## config.mk

```make
export PLATFORM = sky130hd
export DESIGN_NAME = satellite_message_deframer_unit
export DESIGN_NICKNAME = d
export VERILOG_FILES = /design/src/hdl/smd_pkg.sv /design/src/hdl/smd_step.sv /design/src/hdl/satellite_message_deframer_unit.sv
export VERILOG_INCLUDE_DIRS = /design/src /design/src/hdl
export SDC_FILE = /design/constraint.sdc
export NUM_CORES = 1
export LEC_CHECK = 0
export BUFFER_PORTS_ARGS = -buffer_cell sky130_fd_sc_hd__buf_4
export CORE_MARGIN = 8
export CORE_UTILIZATION = 51
export DETAILED_ROUTE_END_ITERATION = 16
export PLACE_DENSITY = 0.69
export SLEW_MARGIN = 20
export SYNTH_ARGS = -nofsm -noshare
export SYNTH_HDL_FRONTEND = slang
export SYNTH_SLANG_ARGS = --single-unit
export TNS_END_PERCENT = 30
```

## constraint.sdc

```tcl
create_clock -name clk -period 4.1 [get_ports clk]
set_input_delay 0.82 -clock clk [delete_from_list [all_inputs] [get_ports clk]]
set_output_delay 0.82 -clock clk [all_outputs]
set_load 0.01 [all_outputs]
```

## src/hdl/satellite_message_deframer_unit_defines.svh

```systemverilog
// Assertion macros for the satellite message deframer.
// Included by RTL files that carry concurrent checks; no other dependencies.
`ifndef SATELLITE_MESSAGE_DEFRAMER_UNIT_DEFINES_SVH
`define SATELLITE_MESSAGE_DEFRAMER_UNIT_DEFINES_SVH
`ifndef SYNTHESIS
`define SMD_ASSERT(label, prop) \
  label: assert property (@(posedge clk) disable iff (rst) prop) \
    else $error("deframer check failed");
`define SMD_ASSERT_RST(label, prop) \
  label: assert property (@(posedge clk) prop) \
    else $error("deframer reset check failed");
`else
`define SMD_ASSERT(label, prop)
`define SMD_ASSERT_RST(label, prop)
`endif
`endif

```

## src/hdl/smd_pkg.sv

```systemverilog
// Shared types and constants for the satellite message deframer.
// Used by smd_step and satellite_message_deframer_unit; no dependencies.
`timescale 1ns / 1ps
`default_nettype none
package smd_pkg;

  localparam logic [7:0] CH_START = 8'h24;
  localparam logic [7:0] CH_T     = 8'h54;
  localparam logic [7:0] CH_X     = 8'h58;
  localparam logic [7:0] CH_F     = 8'h46;
  localparam logic [7:0] CH_K     = 8'h4B;

  localparam logic [4:0] POS_FIRST    = 5'd1;
  localparam logic [4:0] POS_SECOND   = 5'd2;
  localparam logic [4:0] POS_FIELDS   = 5'd5;
  localparam logic [4:0] POS_ADDR_LO  = 5'd11;
  localparam logic [4:0] POS_ADDR_HI  = 5'd13;
  localparam logic [4:0] POS_LEN_HIGH = 5'd16;
  localparam logic [4:0] POS_LEN_LOW  = 5'd17;
  localparam logic [4:0] POS_PAYLOAD  = 5'd18;
  localparam logic [1:0] TRAILER_LEN  = 2'd2;

  typedef enum logic [2:0] {
    PH_HUNT,
    PH_HEAD,
    PH_FIELDS,
    PH_PAYLOAD,
    PH_TRAILER
  } phase_t;

  typedef enum logic [1:0] {
    KIND_DATA,
    KIND_ACK,
    KIND_REJECT,
    KIND_EMPTY
  } kind_t;

  typedef struct packed {
    phase_t      phase;
    logic [4:0]  byte_pos;
    logic        saw_f;
    logic [23:0] sender_reg;
    logic [7:0]  len_high;
    logic [12:0] msg_len;
    logic [12:0] msg_count;
    logic [1:0]  trailer_left;
  } state_t;

  typedef struct packed {
    logic        has;
    kind_t       kind;
    logic [7:0]  data_byte;
    logic [23:0] sender_addr;
    logic [12:0] payload_len;
    logic        last;
  } result_t;

endpackage
`default_nettype wire

```

## src/hdl/smd_step.sv

```systemverilog
// Next-state and result logic of the deframer for one received byte.
// Depends on smd_pkg.
`timescale 1ns / 1ps
`default_nettype none
module smd_step (
  input  var smd_pkg::state_t  st,
  input  wire logic [7:0]      in_byte,
  output var smd_pkg::state_t  st_next,
  output var smd_pkg::result_t res
);

  logic [15:0] len_bits;
  logic [12:0] len_bytes;
  logic [12:0] count_inc;
  logic [4:0]  pos_inc;
  logic [1:0]  trailer_dec;

  assign len_bits    = {st.len_high, in_byte};
  assign len_bytes   = len_bits[15:3];
  assign count_inc   = st.msg_count + 13'd1;
  assign pos_inc     = st.byte_pos + 5'd1;
  assign trailer_dec = st.trailer_left - 2'd1;

  always_comb begin
    st_next         = st;
    res.has         = 1'b0;
    res.kind        = smd_pkg::KIND_DATA;
    res.data_byte   = 8'd0;
    res.sender_addr = 24'd0;
    res.payload_len = 13'd0;
    res.last        = 1'b0;
    unique case (st.phase)
      smd_pkg::PH_HUNT: begin
        if (in_byte == smd_pkg::CH_START) begin
          st_next.phase    = smd_pkg::PH_HEAD;
          st_next.byte_pos = smd_pkg::POS_FIRST;
          st_next.saw_f    = 1'b0;
        end
      end
      smd_pkg::PH_HEAD: begin
        priority if (st.byte_pos == smd_pkg::POS_FIRST) begin
          if (in_byte == smd_pkg::CH_F || in_byte == smd_pkg::CH_T) begin
            st_next.saw_f    = (in_byte == smd_pkg::CH_F);
            st_next.byte_pos = smd_pkg::POS_SECOND;
          end else begin
            st_next.phase    = smd_pkg::PH_HUNT;
            st_next.byte_pos = 5'd0;
            st_next.saw_f    = 1'b0;
            res.has          = 1'b1;
            res.kind         = smd_pkg::KIND_REJECT;
            res.last         = 1'b1;
          end
        end else if (st.byte_pos == smd_pkg::POS_SECOND && st.saw_f) begin
          st_next.phase    = smd_pkg::PH_HUNT;
          st_next.byte_pos = 5'd0;
          st_next.saw_f    = 1'b0;
          res.has          = 1'b1;
          res.kind         = (in_byte == smd_pkg::CH_K) ? smd_pkg::KIND_ACK
                                                        : smd_pkg::KIND_REJECT;
          res.last         = 1'b1;
        end else if (in_byte != smd_pkg::CH_X) begin
          st_next.phase    = smd_pkg::PH_HUNT;
          st_next.byte_pos = 5'd0;
          st_next.saw_f    = 1'b0;
          res.has          = 1'b1;
          res.kind         = smd_pkg::KIND_REJECT;
          res.last         = 1'b1;
        end else begin
          st_next.byte_pos = pos_inc;
          if (pos_inc >= smd_pkg::POS_FIELDS) begin
            st_next.phase = smd_pkg::PH_FIELDS;
          end
        end
      end
      smd_pkg::PH_FIELDS: begin
        if (st.byte_pos >= smd_pkg::POS_ADDR_LO && st.byte_pos <= smd_pkg::POS_ADDR_HI) begin
          st_next.sender_reg = {st.sender_reg[15:0], in_byte};
        end else if (st.byte_pos == smd_pkg::POS_LEN_HIGH) begin
          st_next.len_high = in_byte;
        end
        if (st.byte_pos == smd_pkg::POS_LEN_LOW) begin
          st_next.msg_len   = len_bytes;
          st_next.msg_count = 13'd0;
          st_next.byte_pos  = smd_pkg::POS_PAYLOAD;
          if (len_bytes == 13'd0) begin
            st_next.phase        = smd_pkg::PH_TRAILER;
            st_next.trailer_left = smd_pkg::TRAILER_LEN;
            res.has              = 1'b1;
            res.kind             = smd_pkg::KIND_EMPTY;
            res.sender_addr      = st.sender_reg;
            res.last             = 1'b1;
          end else begin
            st_next.phase = smd_pkg::PH_PAYLOAD;
          end
        end else begin
          st_next.byte_pos = pos_inc;
        end
      end
      smd_pkg::PH_PAYLOAD: begin
        st_next.msg_count = count_inc;
        res.has           = 1'b1;
        res.kind          = smd_pkg::KIND_DATA;
        res.data_byte     = in_byte;
        res.sender_addr   = st.sender_reg;
        res.payload_len   = st.msg_len;
        res.last          = (count_inc >= st.msg_len);
        if (count_inc >= st.msg_len) begin
          st_next.phase        = smd_pkg::PH_TRAILER;
          st_next.trailer_left = smd_pkg::TRAILER_LEN;
        end
      end
      smd_pkg::PH_TRAILER: begin
        st_next.trailer_left = trailer_dec;
        if (trailer_dec == 2'd0) begin
          st_next.phase    = smd_pkg::PH_HUNT;
          st_next.byte_pos = 5'd0;
          st_next.saw_f    = 1'b0;
        end
      end
      default: begin
        st_next.phase    = smd_pkg::PH_HUNT;
        st_next.byte_pos = 5'd0;
        st_next.saw_f    = 1'b0;
      end
    endcase
  end

endmodule
`default_nettype wire

```

## src/hdl/satellite_message_deframer_unit.sv

```systemverilog
// Deframer top level: input register, frame state, result register.
// A byte waits in the input register; its result is registered when the state advances.
// Throughput: one byte per cycle; a byte stalls only behind a result that is not taken.
// Reset (rst, synchronous): hunt for the start byte, both registers empty.
// Depends on smd_pkg, smd_step and satellite_message_deframer_unit_defines.svh.
`timescale 1ns / 1ps
`default_nettype none
`include "satellite_message_deframer_unit_defines.svh"
module satellite_message_deframer_unit (
  input  wire logic        clk,
  input  wire logic        rst,
  input  wire logic        in_valid,
  output wire logic        in_ready,
  input  wire logic [7:0]  in_byte,
  output wire logic        out_valid,
  input  wire logic        out_ready,
  output wire logic [1:0]  kind,
  output wire logic [7:0]  data_byte,
  output wire logic [23:0] sender_addr,
  output wire logic [12:0] payload_len,
  output wire logic        last
);

  logic             in_full;
  logic [7:0]       in_reg;
  smd_pkg::state_t  st;
  smd_pkg::state_t  st_next;
  smd_pkg::result_t res;
  smd_pkg::result_t out_reg;
  logic             out_full;
  logic             advance;

  smd_step u_step (
    .st      (st),
    .in_byte (in_reg),
    .st_next (st_next),
    .res     (res)
  );

  assign advance  = in_full && (!out_full || out_ready || !res.has);
  assign in_ready = !in_full || advance;

  always_ff @(posedge clk) begin
    if (rst) begin
      in_full          <= 1'b0;
      out_full         <= 1'b0;
      st.phase         <= smd_pkg::PH_HUNT;
      st.byte_pos      <= 5'd0;
      st.saw_f         <= 1'b0;
      st.sender_reg    <= 24'd0;
      st.len_high      <= 8'd0;
      st.msg_len       <= 13'd0;
      st.msg_count     <= 13'd0;
      st.trailer_left  <= 2'd0;
    end else begin
      if (in_ready) begin
        in_full <= in_valid;
      end
      if (advance) begin
        st <= st_next;
      end
      if (advance && res.has) begin
        out_full <= 1'b1;
      end else if (out_ready) begin
        out_full <= 1'b0;
      end
    end
  end

  always_ff @(posedge clk) begin
    if (in_valid && in_ready) begin
      in_reg <= in_byte;
    end
    if (advance && res.has) begin
      out_reg <= res;
    end
  end

  assign out_valid   = out_full;
  assign kind        = out_reg.kind;
  assign data_byte   = out_reg.data_byte;
  assign sender_addr = out_reg.sender_addr;
  assign payload_len = out_reg.payload_len;
  assign last        = out_reg.last;

  `SMD_ASSERT(a_hold_input, in_full && !advance |=> in_full && $stable(in_reg))
  `SMD_ASSERT(a_payload_len, st.phase == smd_pkg::PH_PAYLOAD |-> st.msg_len != 13'd0)
  `SMD_ASSERT(a_trailer_left, st.phase == smd_pkg::PH_TRAILER |-> st.trailer_left != 2'd0)
  `SMD_ASSERT(a_status_last, out_valid && kind != smd_pkg::KIND_DATA |-> last)
  `SMD_ASSERT_RST(a_reset_empty, rst |=> !in_full && !out_valid)

endmodule
`default_nettype wire

```

After elaboration in Yosys (flattened, before gate mapping)
Cells that the tools add are included.
{"block": "classes", "multipliers": 0, "shift": 0, "muxes": 41, "add_sub_neg": 3, "div_mod_pow": 0, "eq_ne": 21, "n_lt_le_gt_ge": 4, "reduce_logical": 27, "n_bitwise": 3}
{"cell": "$mux 24", "count": 2}
{"cell": "$pmux 24 s2", "count": 1}
{"cell": "$mux 3", "count": 12}
{"cell": "$mux 9", "count": 4}
{"cell": "$pmux 13 s2", "count": 1}
{"cell": "$pmux 5 s5", "count": 1}
{"cell": "$eq 8x7->1 const B", "count": 3}
{"cell": "$mux 15", "count": 1}
{"cell": "$pmux 3 s5", "count": 1}
{"cell": "$add 13x1->13 const B", "count": 1}
{"cell": "$ge 13x13->1", "count": 1}
{"cell": "$logic_not 13->1", "count": 1}
{"cell": "$eq 5x5->1 const B", "count": 2}
{"cell": "$ne 2x1->1 const B", "count": 5}
{"cell": "$reduce_and 5->1", "count": 2}
{"cell": "$mux 1", "count": 9}
{"cell": "$pmux 3 s3", "count": 1}
{"cell": "$reduce_and 3->1", "count": 3}
{"cell": "$eq 8x6->1 const B", "count": 1}
{"cell": "$mux 8", "count": 1}
{"cell": "$ne 8x7->1 const B", "count": 1}
{"cell": "$reduce_and 4->1", "count": 2}
{"cell": "$reduce_and 7->1", "count": 1}
{"cell": "$eq 3x2->1 const B", "count": 2}
{"cell": "other kinds (26)", "count": 40}
{"block": "word_totals", "latchBits": 0, "out_inout_bits": 50, "register_bits": 127, "word_cells": 115, "memories": 0, "mem_bits_ro": 0, "ram_bits": 0}

Longest topological paths before layout
Gate-level depths: netlist of run 1.
{"block": "logic_depth", "ltp_word": 10, "mapped_depth": 14}

By module
Synthesis of run 1 repeated with hierarchy kept, for this count alone.
{"block": "unflattened", "hier_cells": 683, "hier_area_um2": 7143.1}
{"mod": "satellite_message_deframer_unit", "n_inst": 1, "area_each_um2": 4926.0, "seq_area_each_um2": 3103.0, "cells_each": 366}
{"mod": "smd_step", "n_inst": 1, "area_each_um2": 2217.1, "seq_area_each_um2": 0.0, "cells_each": 317}

Least setup slack after synthesis of run 1
OpenSTA, ideal clock, no wires.
{"block": "synth_timing", "path_type": "register -> register", "from": "reg in_reg[4]", "to": "reg out_reg, in the netlist data_byte[0], enable pin", "required_ns": 3.689, "setup_ns": 0.411, "path_stages_with_launch": 7, "arrival_ns": 3.029, "slack_ns": 0.660, "path_buffers": 1, "synth_period_minus_slack_ns": 3.440, "cell_sequence": "edfxtp_1 -> buf_2 -> or4_2 -> nor4_4 -> a32oi_4 -> nand2_1 -> and3_1"}
{"block": "synth_between", "elab_chain_len": 9}
{"item": "start, declared", "line": "satellite_message_deframer_unit.sv:25", "text": "logic [7:0] in_reg;"}
{"item": "start signal, assigned", "line": "satellite_message_deframer_unit.sv:72", "text": "in_reg <= in_byte;"}
{"item": "$ne 8x7->1 / $eq 8x7->1 (equally long branches)", "line": "smd_step.sv:61, smd_step.sv:42"}
{"item": "$mux 3 / $logic_or 1x1->1 (equally long branches)", "line": "smd_step.sv:61, smd_step.sv:42"}
{"item": "$mux 3 (on tied branches)", "line": "smd_step.sv:53, smd_step.sv:42"}
{"item": "$mux 3", "line": "smd_step.sv:41", "text": "priority if (st.byte_pos == smd_pkg::POS_FIRST) begin"}
{"item": "$pmux 3 s3 *", "line": "smd_step.sv:32", "text": "unique case (st.phase)"}
{"item": "$logic_not 1->1", "line": "satellite_message_deframer_unit.sv:40", "text": "assign advance = in_full && (!out_full || out_ready || !res.has);"}
{"item": "$logic_or 1x1->1", "line": "satellite_message_deframer_unit.sv:40"}
{"item": "$logic_and 1x1->1", "line": "satellite_message_deframer_unit.sv:40"}
{"item": "$logic_and 1x1->1 *", "line": "satellite_message_deframer_unit.sv:74", "text": "if (advance && res.has) begin"}
{"item": "end signal, assigned", "line": "satellite_message_deframer_unit.sv:75", "text": "out_reg <= res;"}
{"item": "end, declared", "line": "satellite_message_deframer_unit.sv:29", "text": "smd_pkg::result_t out_reg;"}
Mark *: on every way between the ends. The rest lies on a longest branch, timed or not.
A chain may end at the register's enable or synchronous reset.

Final worst setup path of run 1
{"block": "layout_timing", "from": "reg in_reg[3]", "to": "out in_ready"}
{"block": "layout_between", "elab_chain_len": 9}
{"item": "$ne 8x7->1 / $eq 8x7->1 (equally long branches)", "line": "smd_step.sv:61, smd_step.sv:42"}
{"item": "$mux 3 / $logic_or 1x1->1 (equally long branches)", "line": "smd_step.sv:61, smd_step.sv:42"}
{"item": "$mux 3 (on tied branches)", "line": "smd_step.sv:53, smd_step.sv:42"}
{"item": "$mux 3", "line": "smd_step.sv:41"}
{"item": "$pmux 3 s3 *", "line": "smd_step.sv:32"}
{"item": "$logic_not 1->1 *", "line": "satellite_message_deframer_unit.sv:40"}
{"item": "$logic_or 1x1->1 *", "line": "satellite_message_deframer_unit.sv:40"}
{"item": "$logic_and 1x1->1 *", "line": "satellite_message_deframer_unit.sv:40"}
{"item": "$logic_or 1x1->1 *", "line": "satellite_message_deframer_unit.sv:41", "text": "assign in_ready = !in_full || advance;"}
{"item": "end, declared", "line": "satellite_message_deframer_unit.sv:13", "text": "output wire logic in_ready,"}
Marks and branches as above.

==> metrics.yaml, run 1 <==
outcome: "finished clean"
cts-root-buf: "clkbuf_16"
initial_core_util_pct: 52.0
cap_viol_max_count: 0
slowest_delay_ns: 0.60
finalNetCount: 639
rsz0062_at_grt: "no"
portBuffers: 61
leakagePower_uw: 0.00307
synthTopCellsByCount: "dfxtp_1 (71), nor2_1 (70), edfxtp_1 (56)"
drt_wl_total_mm: 13.0
ctsResizeCount: 0
synth_top_flop_cell: "dfxtp_1"
power.density_mw_per_mm2: 405
slew_headroom_pct: 36.4
ys_ff_latch: 127
area_delta_synth_final_pct: 18.7
arrival_ns: 2.87
vdd_ir_drop_max_mv: 0.311
clk-insertion-delay-late_ns: 0.41
slowest_stage: "or4b_1"
cts.hold.buffers_added: 0
ios: 62
ys_async_sr_fraction_pct: 0
vias_per_cell: 5.62
largest_register: "st"
worstPathCellList: "or4b_1 > or4_4 > a32oi_4 > a21oi_1 > nand2_1 > buf_4"
coreArea_sq_mm: 0.0114
worst_pin_slew_ns: 0.951
hold_class: "flip-flop to flip-flop"
first_global_vias: 4144
required_ns: 3.28
fin_crit_sh_pct: 89.9
grt_overflow: 0
synthesis.nets: 584
cts.clk_slew.worst_paths_ns: 0.06
cts_tree: "built"
final.min_clock_period_ns: 3.69
dr.pass1.iters: 4
hpwl_mm: 9.00
die-area_sq_mm: 0.0153
grtUsageTotal_pct: 17.6
syn-mean-instance-area_sq_um: 10.7
remaining_drc_errors: 0
antenna_left: 0
yosysSeqAreaShare_pct: 52.5
synthTopCellsByArea: "edfxtp_1 (28%), dfxtp_1 (24%), mux2i_1 (8.0%), nor2_1 (4.4%), ha_1 (4.0%)"
crit_type: "flip-flop to output port"
post-cts-setup-buffers: 0
die_h_um: 124
ys_types: 71
drive_above_1_share_pct: 18.5
report.final.slew_viol_count: 0
num_rows: 39
die_w_um: 124
syn_area_sq_mm: 0.00591
post_dp_cell_area_sq_mm: 0.00643
crit_buf_inv: 1
grt_max_degree: 71
avgRoutedWirePerCell_um: 17.0
synth_top_cell_by_area: "edfxtp_1"
worstSetupEndpointType: "output port"
yosysWarningCount: 0
crit_fanout: 9
clk_path_buf_depth: 2
numCtsBuffers: 17
syn_inst: 553
synth-edff-count: 56
yosysTopAreaCellShare_pct: 28.5
diodes: 0
antenna_found_initial: 0
startpoint_type: "flip-flop"
clock_skew_ns: 0.00721
vias: 4296
htree_levels: 4
path_delay_family: "simple AND/OR/NAND/NOR gates"
place.gp.congestion: 0.918
yosysMostFrequentCell: "dfxtp_1"
hold_violations: 0
grt_pass1_wl_mm: 21.1
num-fill-cells: 890
largest_reg_flops: 69
setup_viol: 0
clkSinkCount: 127
drt_iter0_drc: 331
postLayoutCellArea_sq_mm: 0.00702
fin_tns_setup_ns: 0
fmax_ghz: 0.271
## per-layer routing
metal  routed length [um]  global-route usage [%]  vias up
met5                    0                       0        -
met4                  215                    5.57        0
met3                  623                    4.44       16
met2                 6390                    29.8      108
met1                 5740                    21.6     2061
li1                     -                       -     2111
## stage by stage
stage / hold WS, ns / setup WS, ns / power, uW / instances / utilization [%]
CTS: 0.479 / 0.422 / 2860 / 764 / 61.7
global route: 0.500 / 0.229 / 2920 / 764 / 61.7
global placement: 0.459 / 0.742 / 1390 / 732 / 56.5
detailed placement: 0.471 / 0.561 / 1400 / 732 / 56.5
finish: 0.479 / 0.412 / 2840 / 764 / 61.7
floorplan: 0.445 / 0.660 / 1380 / 553 / -
## layout make-up
class | instances | area [sq um] | share of cell area (%)
Sequential cell | 127 | 3100 | 44.2
Tap cell | 143 | 179 | 2.55
Multi-Input combinational cell | 373 | 2550 | 36.4
Timing Repair Buffer | 69 | 518 | 7.38
Clock inverter | 14 | 159 | 2.27
Inverter | 20 | 75.1 | 1.07
Clock buffer | 18 | 429 | 6.12
## worst paths after layout
kind,from,end,slack [ns],cells after the start
min,st[0]$_SDFFE_PP0P_,st[0]$_SDFFE_PP0P_,0.48,1
max reg2reg,st[2]$_SDFFE_PP0P_,st[66]$_SDFFE_PP0P_,0.52,12
max,in_reg[3]$_DFFE_PP_,in_ready,0.41,6
min reg2reg,st[0]$_SDFFE_PP0P_,st[0]$_SDFFE_PP0P_,0.48,1
## power breakdown
part           total (uW)  switching (uW)  leakage [uW]  internal, uW
logic                37.6            22.9       0.00161          14.8
registers            1330            12.9       0.00118          1320
clock network        1470             565      0.000277           905
## placed cells by master, fill, tap and decap left out, types with 3 or more instances in the layout
cell type and instances:
nor2b_1 5, a21oi_1 28, inv_6 3, a41oi_1 3, nand3_1 9, and2_1 25
clkinv_4 4, a31oi_1 3, xnor2_1 5, inv_1 20, clkbuf_16 17, nor2_1 70
nand2_1 32, nand4_1 5, edfxtp_1 56, nand2b_1 4, dfxtp_1 71, and3_1 15
or3_1 9, nor3b_1 3, clkinvlp_4 3, ha_1 19, xor2_1 8, nor3_1 5
buf_4 69, o21ai_0 14, mux2i_1 47, a311oi_1 11
## worst reg2reg max path, stage by stage, from the launching register on
cell	delay [ns]
dfxtp_1	0.39
ha_1	0.25
and3_1	0.24
and3_1	0.29
and3_1	0.28
nand3_1	0.14
xnor2_1	0.19
ha_1	0.28
and4_1	0.21
a221oi_1	0.37
o221ai_1	0.22
nand4b_1	0.24
mux2_2	0.36
## logic make-up (layout without fill, tap and decap cells)
group                    count (synthesis)  count (layout)  share of synthesized area, %
AO/OA/AOI/OAI                           87              87                          10.7
AND/OR/NAND/NOR                        206             206                          18.4
multiplexers                            48              48                          8.15
XOR/XNOR                                13              13                          1.93
adder cells (fa/ha/maj)                 19              19                          4.02
flip-flops                             127             127                          52.5
buffers and inverters                   53             121                          4.30
No activity file was read; power rests on OpenSTA's default activity.
==> inputs of run 2 (changes only) <==
==> constraint.sdc (replaced) <==
create_clock -name clk -period 4.1 [get_ports clk]
set_input_delay 0.82 -clock clk [delete_from_list [all_inputs] [get_ports clk]]
set_output_delay 0.82 -clock clk [all_outputs]
set_load 0.005 [all_outputs]
==> metrics.yaml, run 2 (synthesized netlist as in run 1, its figures left out) <==
clk_path_buf_depth: 2  # unchanged
remaining_drc_errors: 0  # unchanged
hpwl_mm: 9.02  # +0.15%
clkSinkCount: 127  # unchanged
grt_overflow: 0  # unchanged
required_ns: 3.28  # about the same
layout_common_cells: "dfxtp_1 (71), nor2_1 (70), buf_4 (69)"
num-fill-cells: 943  # +6.0%
num_rows: 39  # unchanged
numCtsBuffers: 17  # unchanged
fin_crit_sh_pct: 89.9  # about the same
cap_viol_max_count: 0  # unchanged
slew_headroom_pct: 38.0  # +1.6 points
worstPathCellList: "or4b_1 > or4_4 > a32oi_4 > a21oi_1 > nand2_1 > buf_4"
ctsResizeCount: 0  # unchanged
portBuffers: 61  # unchanged
dr.pass1.iters: 5  # +1
final.min_clock_period_ns: 3.68  # -0.00369 ns
coreArea_sq_mm: 0.0114  # unchanged
rsz0062_at_grt: "no"
cts.clk_slew.worst_paths_ns: 0.06  # about the same
leakagePower_uw: 0.00307  # about the same
diodes: 0  # unchanged
hold_violations: 0  # unchanged
die_h_um: 124  # unchanged
fin_tns_setup_ns: 0  # unchanged
hold_class: "flip-flop to flip-flop"
place.gp.congestion: 0.914  # -0.37%
drive_above_1_share_pct: 18.5  # unchanged
drt_iter0_drc: 249  # -25%
dp_slack_ns: 0.572  # +0.0109 ns
worst_pin_slew_ns: 0.927  # -0.0238 ns
die-area_sq_mm: 0.0153  # unchanged
area_delta_synth_final_pct: 18.7  # about the same
vdd_ir_drop_max_mv: 0.238  # -23%
report.final.slew_viol_count: 0  # unchanged
clock_skew_ns: 0.0103  # +0.00306 ns
path_delay_family: "simple AND/OR/NAND/NOR gates"
antenna_found_initial: 0  # unchanged
outcome: "finished clean"
setup_viol: 0  # unchanged
largest_reg_flops: 69  # unchanged
ios: 62  # unchanged
grt_max_degree: 71  # unchanged
power.density_mw_per_mm2: 406  # +0.28%
drt_wl_total_mm: 13.2  # +1.7%
vias_per_cell: 5.69  # +1.2%
final_common_cell: "dfxtp_1"
vias: 4349  # +1.2%
crit_fanout: 9  # unchanged
first_global_vias: 4299  # +3.7%
die_w_um: 124  # unchanged
clk-insertion-delay-late_ns: 0.42  # about the same
cts.hold.buffers_added: 0  # unchanged
fin_ws_ns: 0.416  # +0.00368 ns
fmax_ghz: 0.271  # about the same
crit_buf_inv: 1  # unchanged
largest_register: "st"
grtUsageTotal_pct: 18.0  # +0.41 points
initial_core_util_pct: 52.0  # unchanged
avgRoutedWirePerCell_um: 17.3  # +1.7%
worstSetupEndpointType: "output port"
startpoint_type: "flip-flop"
cts-root-buf: "clkbuf_16"
slowest_delay_ns: 0.61  # about the same
arrival_ns: 2.86  # about the same
post-cts-setup-buffers: 0  # unchanged
htree_levels: 4  # unchanged
grt_pass1_wl_mm: 21.6  # +2.4%
finish.utilization_pct: 61.7  # about the same
crit_type: "flip-flop to output port"
slowest_stage: "or4b_1"
finalNetCount: 639  # unchanged
antenna_left: 0  # unchanged
cts_tree: "built"
[run 2: path summary, 6_finish.rpt]
check	from	endpoint	slack, ns	cells past startpoint
max reg2reg	st[2]$_SDFFE_PP0P_	st[66]$_SDFFE_PP0P_	0.48	12
min	st[60]$_SDFFE_PP0P_	st[60]$_SDFFE_PP0P_	0.48	2
min reg2reg	st[60]$_SDFFE_PP0P_	st[60]$_SDFFE_PP0P_	0.48	2
max	in_reg[3]$_DFFE_PP_	in_ready	0.42	6
[run 2: final cells by class]
cell class                      instances  area (sq um)  area share [%]
Sequential cell                       127          3100            44.2
Multi-Input combinational cell        373          2550            36.4
Timing Repair Buffer                   69           518            7.38
Clock buffer                           18           429            6.12
Tap cell                              143           179            2.55
Clock inverter                         14           158            2.25
Inverter                               20          75.1            1.07
[run 2: power by group]
part,switching (uW),internal [uW],total [uW]
Combinational,23.4,14.8,38.1
Clock,573,904,1480
Sequential,12.2,1320,1330
[run 2: worst min-delay path, delay by kind of cell, from the launching register on]
kind | cells | cell delay (ns)
flip-flops | 1 | 0.32
AND/OR/NAND/NOR | 1 | 0.06
AO/OA/AOI/OAI | 1 | 0.05
[run 2: through the flow]
stage | power, uW | hold WS (ns) | instance area [sq um] | std cells
2_1_floorplan | 1380 | 0.445 | 5910 | 553
3_3_place_gp | 1390 | 0.459 | 6430 | 732
3_5_place_dp | 1400 | 0.471 | 6430 | 732
4_1_cts | 2870 | 0.480 | 7010 | 764
5_1_grt | 2920 | 0.503 | 7010 | 764
6_report | 2850 | 0.478 | 7010 | 764
[run 2: metal layers]
layer	routed length, um	part of all wire [%]	track usage (%)	vias to the layer above
met5	0	0	0	-
met4	361	2.7	8.65	0
met3	674	5.1	3.90	29
met2	6620	50	29.9	114
met1	5550	42	21.9	2086
li1	-	-	-	2120
